<file path="src/hw/rtl/btsf_pkg.sv">
// ----------------------------------------------------------------------------
// btsf_pkg: split finder package
// widths, defaults, register indexes and state types
// ----------------------------------------------------------------------------
`timescale 1ns / 1ps
package btsf_pkg;

   localparam int GRAD_W       = 24;
   localparam int HESS_W       = 24;
   localparam int FEAT_W       = 32;
   localparam int GAIN_W       = 48;
   localparam int LAMBDA_W     = 24;
   localparam int MASK_W       = 8;
   localparam int FEAT_IDX_W   = 3;
   localparam int FEAT_CNT_W   = 4;
   localparam int CSR_DATA_W   = 24;
   localparam int CSR_INDEX_W  = 1;
   localparam int NUM_FEAT_PORTS = 8;

   localparam int DEF_MAX_INSTANCES = 1024;
   localparam int DEF_FEATURE_COUNT = 8;

   localparam logic [LAMBDA_W-1:0] LAMBDA_RESET = 24'd65536;
   localparam logic [MASK_W-1:0]   MASK_RESET   = 8'hFF;

   typedef enum logic [CSR_INDEX_W-1:0] {
      CSR_LAMBDA = 1'b0,
      CSR_MASK   = 1'b1
   } csr_index_type;

   typedef enum logic [4:0] {
      ST_IDLE,
      ST_INIT,
      ST_GAMMA,
      ST_GAMMA_WAIT,
      ST_FEAT,
      ST_KEY,
      ST_KEY_WAIT,
      ST_RANK,
      ST_ORD,
      ST_ORD_WAIT,
      ST_DATA,
      ST_TERM_L,
      ST_TERM_L_WAIT,
      ST_TERM_R,
      ST_TERM_R_WAIT,
      ST_EVAL,
      ST_DONE
   } btsf_state_type;

   typedef enum logic [1:0] {
      T_IDLE,
      T_MUL,
      T_DIV,
      T_DONE
   } term_state_type;

endpackage

</file>
<file path="src/hw/rtl/btsf_term.sv">
// ----------------------------------------------------------------------------
// btsf_term: shared score term unit
// computes mag^2 / den with a shift-add multiply then a restoring divide
// ----------------------------------------------------------------------------
`timescale 1ns / 1ps
module btsf_term #(
   parameter int SW = 35,
   parameter int DW = 36
) (
   input  logic            clock,
   input  logic            reset,
   input  logic            start,
   input  logic [SW-1:0]   mag,
   input  logic [DW-1:0]   den,
   output logic            done,
   output logic [2*SW-1:0] quot
);
   import btsf_pkg::*;

   localparam int QW   = 2 * SW;
   localparam int CNTW = $clog2(QW + 1);

   term_state_type state_ff, state_in;
   logic [QW-1:0]   mcand_ff, mcand_in;
   logic [SW-1:0]   mplier_ff, mplier_in;
   logic [QW-1:0]   prod_ff, prod_in;
   logic [DW-1:0]   rem_ff, rem_in;
   logic [DW-1:0]   den_ff, den_in;
   logic [CNTW-1:0] cnt_ff, cnt_in;
   logic [DW:0]     shifted;
   logic            fits;

   // next state
   always_comb begin
      state_in = state_ff;
      unique case (state_ff)
         T_IDLE: if (start) state_in = T_MUL;
         T_MUL:  if (cnt_ff == CNTW'(1)) state_in = T_DIV;
         T_DIV:  if (cnt_ff == CNTW'(1)) state_in = T_DONE;
         T_DONE: state_in = T_IDLE;
         default: state_in = T_IDLE;
      endcase
   end

   // outputs
   always_comb begin
      done = (state_ff == T_DONE);
      quot = prod_ff;
   end

   assign shifted = {rem_ff, prod_ff[QW-1]};
   assign fits    = (shifted >= {1'b0, den_ff});

   // datapath
   always_comb begin
      mcand_in  = mcand_ff;
      mplier_in = mplier_ff;
      prod_in   = prod_ff;
      rem_in    = rem_ff;
      den_in    = den_ff;
      cnt_in    = cnt_ff;
      unique case (state_ff)
         T_IDLE: begin
            if (start) begin
               mcand_in  = QW'(mag);
               mplier_in = mag;
               prod_in   = '0;
               rem_in    = '0;
               den_in    = den;
               cnt_in    = CNTW'(SW);
            end
         end
         T_MUL: begin
            if (mplier_ff[0]) prod_in = prod_ff + mcand_ff;
            mcand_in  = {mcand_ff[QW-2:0], 1'b0};
            mplier_in = {1'b0, mplier_ff[SW-1:1]};
            cnt_in    = (cnt_ff == CNTW'(1)) ? CNTW'(QW) : cnt_ff - 1'b1;
         end
         T_DIV: begin
            rem_in  = fits ? DW'(shifted - {1'b0, den_ff}) : shifted[DW-1:0];
            prod_in = {prod_ff[QW-2:0], fits};
            cnt_in  = cnt_ff - 1'b1;
         end
         T_DONE: ;
         default: ;
      endcase
   end

   always_ff @(posedge clock) begin
      if (reset) begin
         state_ff <= T_IDLE;
      end else begin
         state_ff <= state_in;
      end
      mcand_ff  <= mcand_in;
      mplier_ff <= mplier_in;
      prod_ff   <= prod_in;
      rem_ff    <= rem_in;
      den_ff    <= den_in;
      cnt_ff    <= cnt_in;
   end

endmodule

</file>
<file path="config.mk">
export PLATFORM = sky130hd
export DESIGN_NAME = btsf_term
export DESIGN_NICKNAME = d
export VERILOG_FILES = /design/src/hw/rtl/btsf_pkg.sv /design/src/hw/rtl/btsf_term.sv
export SDC_FILE = /design/constraint.sdc
export NUM_CORES = 1
export LEC_CHECK = 0
export BUFFER_PORTS_ARGS = -buffer_cell sky130_fd_sc_hd__buf_2
export CAP_MARGIN = 5
export CORE_UTILIZATION = 61
export CTS_BUF_LIST = sky130_fd_sc_hd__clkbuf_16
export DETAILED_ROUTE_END_ITERATION = 10
export GPL_TIMING_DRIVEN = 0
export PLACE_DENSITY = 0.78
export SYNTH_ARGS = -nofsm -noshare
export SYNTH_HDL_FRONTEND = slang
export SYNTH_SLANG_ARGS = --single-unit
</file>
<file path="constraint.sdc">
create_clock -name clock -period 11.3 [get_ports clock]
set_input_delay 2.26 -clock clock [delete_from_list [all_inputs] [get_ports clock]]
set_output_delay 2.26 -clock clock [all_outputs]
set_load 0.1 [all_outputs]
</file>
==> results by group <==
Critical path
  • R2R cell count: 13
  • CP bufs+invs: 1
  • Critical Path Start Type: flip-flop
  • Worst path slowest cell: buf_2
  • R2R setup slack: 7.52 ns
  • Critical Path Fanout Max: 4
  • Crit path required time: ~9 ns
  • Max stage delay on crit path: around 0.47 ns
  • Critical Path End Type: primary output
  • Worst setup path category: flip-flop to primary output
  • Reg-to-Reg End: quot[62]$_DFFE_PP_
  • Worst r2r src: quot[0]$_DFFE_PP_
  • Crit-path cells: ha_1 > buf_2
  • Crit path DAT: approximately 1.7 ns
  • Crit-path leading delay family: buffers and inverters

Clocking
  • Post-CTS Resized: 0
  • CTS tree: done
  • Cts bufs inserted: 28
  • Clock Pin Slew Worst Setup and Hold Paths: ~0.060 ns
  • Root Buffer: clkbuf_16
  • Clk_lat worst skew: about 0.56 ns
  • Post-CTS Setup Inserts: 0
  • Clock sink count: between 200 and 300
  • Cts hold-fix bufs: 0
  • Clock buffer depth: 3
  • H-tree levels: 1

Floorplan
  • Core area: ~27000 sq um
  • FP Rows: 60
  • Die area: 28300 sq um
  • I/O pins: about 150
  • Initial core utilization: 62.4%
  • Die width: between 150 and 200 um
  • Die Y: between 150 and 200 um

Logic synthesis
  • Synth Register Bits: approximately 260
  • Yosys Warn Count: 0
  • Post-Syn Area per Cell: 9.84 sq um
  • Mapped Cells: about 1700
  • Ys flop type: edfxtp_1
  • Async set-reset flop share out of synthesis: 0%
  • Unique masters post-synth: between 80 and 90
  • Sequential area share after synthesis: 45.5%
  • Synth Net Count: approximately 1900
  • Synth Cell Area: approximately 17000 sq um
  • Post-synth EDFFs: 254

Run status
  • Status: finished clean

STA
  • Minimum clock period: between 3 and 4 ns
  • Unrepaired setup endpoints after global routing: false
  • Crit share post-route: roughly a third
  • Finish-stage setup viols: 0
  • F_max: around 250 MHz
  • Rel. slew slack: between 40% and 50%
  • Worst-Margin Slew: 0.885 ns
  • Min setup slack post-route: ~7.3 ns
  • Slew Limit Fails: 0
  • Final Hold Fails: 0
  • Skew final: between 0.01 and 0.015 ns

Route
  • Drt drc: 0
  • 1st-iter DRT viols: approximately 1100
  • Final wirelength: around 43000 um
  • Routed WL per cell: approximately 19 um
  • Drt first pass iters: 5
  • Post-DRT Antenna Nets: 0
  • DR vias: ~14000
  • Via density: 6.07

Cells and area
  • Post-layout util: 70.6%
  • Syn-to-layout area delta: 13.1%
  • Ant diodes: 0
  • Design Area, Final: around 19000 sq um
  • Most common cell after layout, fill and taps aside: nand2_1
  • Most frequent cells in the layout: nand2_1, edfxtp_1, buf_2
  • Nets: about 2100
  • Layout cells sized above 1: 12.8%
  • Non-Filler Instances: 2256

Min path
  • Hold path startpoint: mplier_ff[5]$_DFFE_PP_
  • Worst hold path class: flip-flop to flip-flop
  • Hold EP: mplier_ff[4]$_DFFE_PP_
  • Hold path cells: 2

Placed design
  • Setup slack at placement: approximately 7.2 ns
  • Post-DP HPWL: 31500 um
  • DP Cell Count: between 2000 and 2500
  • Total placed instance area: 18200 sq um
  • GPL Wtd Cong: approximately 0.96
  • Port Buffers: roughly 140

Global route
  • Gr usage total: between 20% and 30%
  • Initial antenna violation count: 0
  • Largest net degree at the start of global routing: 63
  • Vias in the first global route: between 10000 and 15000
  • Congestion Overflow GR: 0
  • First-pass GRT wire length: slightly below 70000 um

Run
  • MaxCap Viol Count: 0
[area by class of cell]
type / count / area (sq um)
Tap cell: 341 / 427
Inverter: 75 / 282
Buffer: 81 / 360
Multi-Input combinational cell: 1302 / 8590
Clock buffer: 28 / 701
Clock inverter: 23 / 191
Sequential cell: 256 / 7670
Timing Repair Buffer: 150 / 863
Fill cell: 2114 / 7950
[cells by family (layout without fill, tap and decap cells)]
| family | after synthesis | after routing | share of synthesized area [%] |
|---|---|---|---|
| DFF | 256 | 256 | 45.5 |
| and+or+nand+nor | 604 | 604 | 16.9 |
| xor gates and xnor gates | 91 | 91 | 4.73 |
| adders and majority gates | 113 | 113 | 8.47 |
| AOI/OAI and AO/OA | 457 | 457 | 18.5 |
| buffers and inverters | 156 | 357 | 3.81 |
| muxes | 37 | 37 | 2.20 |
[worst max path at each step]
stage                                         from                         to  slack, ns  depth (start not counted)
final                     state_ff[0]$_SDFFE_PP0P_                       done       7.31                          2
after detailed placement                     start         quot[51]$_DFFE_PP_       7.20                          5
after floorplan           state_ff[1]$_SDFFE_PP0P_  mcand_ff[0]$_SDFFCE_PP0P_       1.98                          6
after CTS                 state_ff[0]$_SDFFE_PP0P_                       done       7.35                          2
after global routing      state_ff[0]$_SDFFE_PP0P_                       done       7.32                          2
after global placement    state_ff[1]$_SDFFE_PP0P_    mplier_ff[32]$_DFFE_PP_      -2.19                          6
[stage by stage]
stage,hold WS (ns),setup TNS (ns)
after detailed placement,0.503,0
after global routing,0.535,0
after global placement,0.501,-229.20
after floorplan,0.495,0
final,0.514,0
after CTS,0.514,0
[worst min-delay path, cell delays in order, from the launching register on]
cell and delay [ns]:
edfxtp_1 0.32, nand2_1 0.05, nand2_1 0.05
[synth_stat cells (all sizes together), types with 9 or more instances]
cell      n  area (sq um)
o21ai    90           450
nand4    24           150
a211oi   15           125
nand2b   21           131
xnor2    54           473
a21oi   121           639
and2     46           288
buf      18           120
nor3     17          96.4
a21boi   10          78.8
a31oi    13           103
o21a      9          67.6
nand2   286          1070
o21bai   24           184
nor2b    46           288
o31ai    13           111
a22oi    27           203
edfxtp  254          7630
xor2     37           324
inv      74           278
nor2     90           338
mux2i    36           360
and3     12          80.1
a21o     72           541
nand3    30           160
clkbuf   63           240
ha      111          1390
[state kept, by name (all words and copies together), names as in the netlist]
signal / cells
quot: 70
state_ff: 2
mplier_ff: 35
cnt_ff: 7
rem_ff: 36
den_ff: 36
mcand_ff: 70
[routing by layer]
| layer | track usage (%) | up-vias | part of all wire [%] |
|---|---|---|---|
| met5 | 0 | - | 0 |
| met4 | 10.3 | 0 | 3.3 |
| met3 | 3.43 | 92 | 6.1 |
| met2 | 49.7 | 488 | 46 |
| met1 | 40.5 | 6498 | 44 |
| li1 | - | 6627 | - |
Power is left out: the tool's default activity adds up to more than one toggle a clock period on the data nets, which glitch-free logic cannot reach.
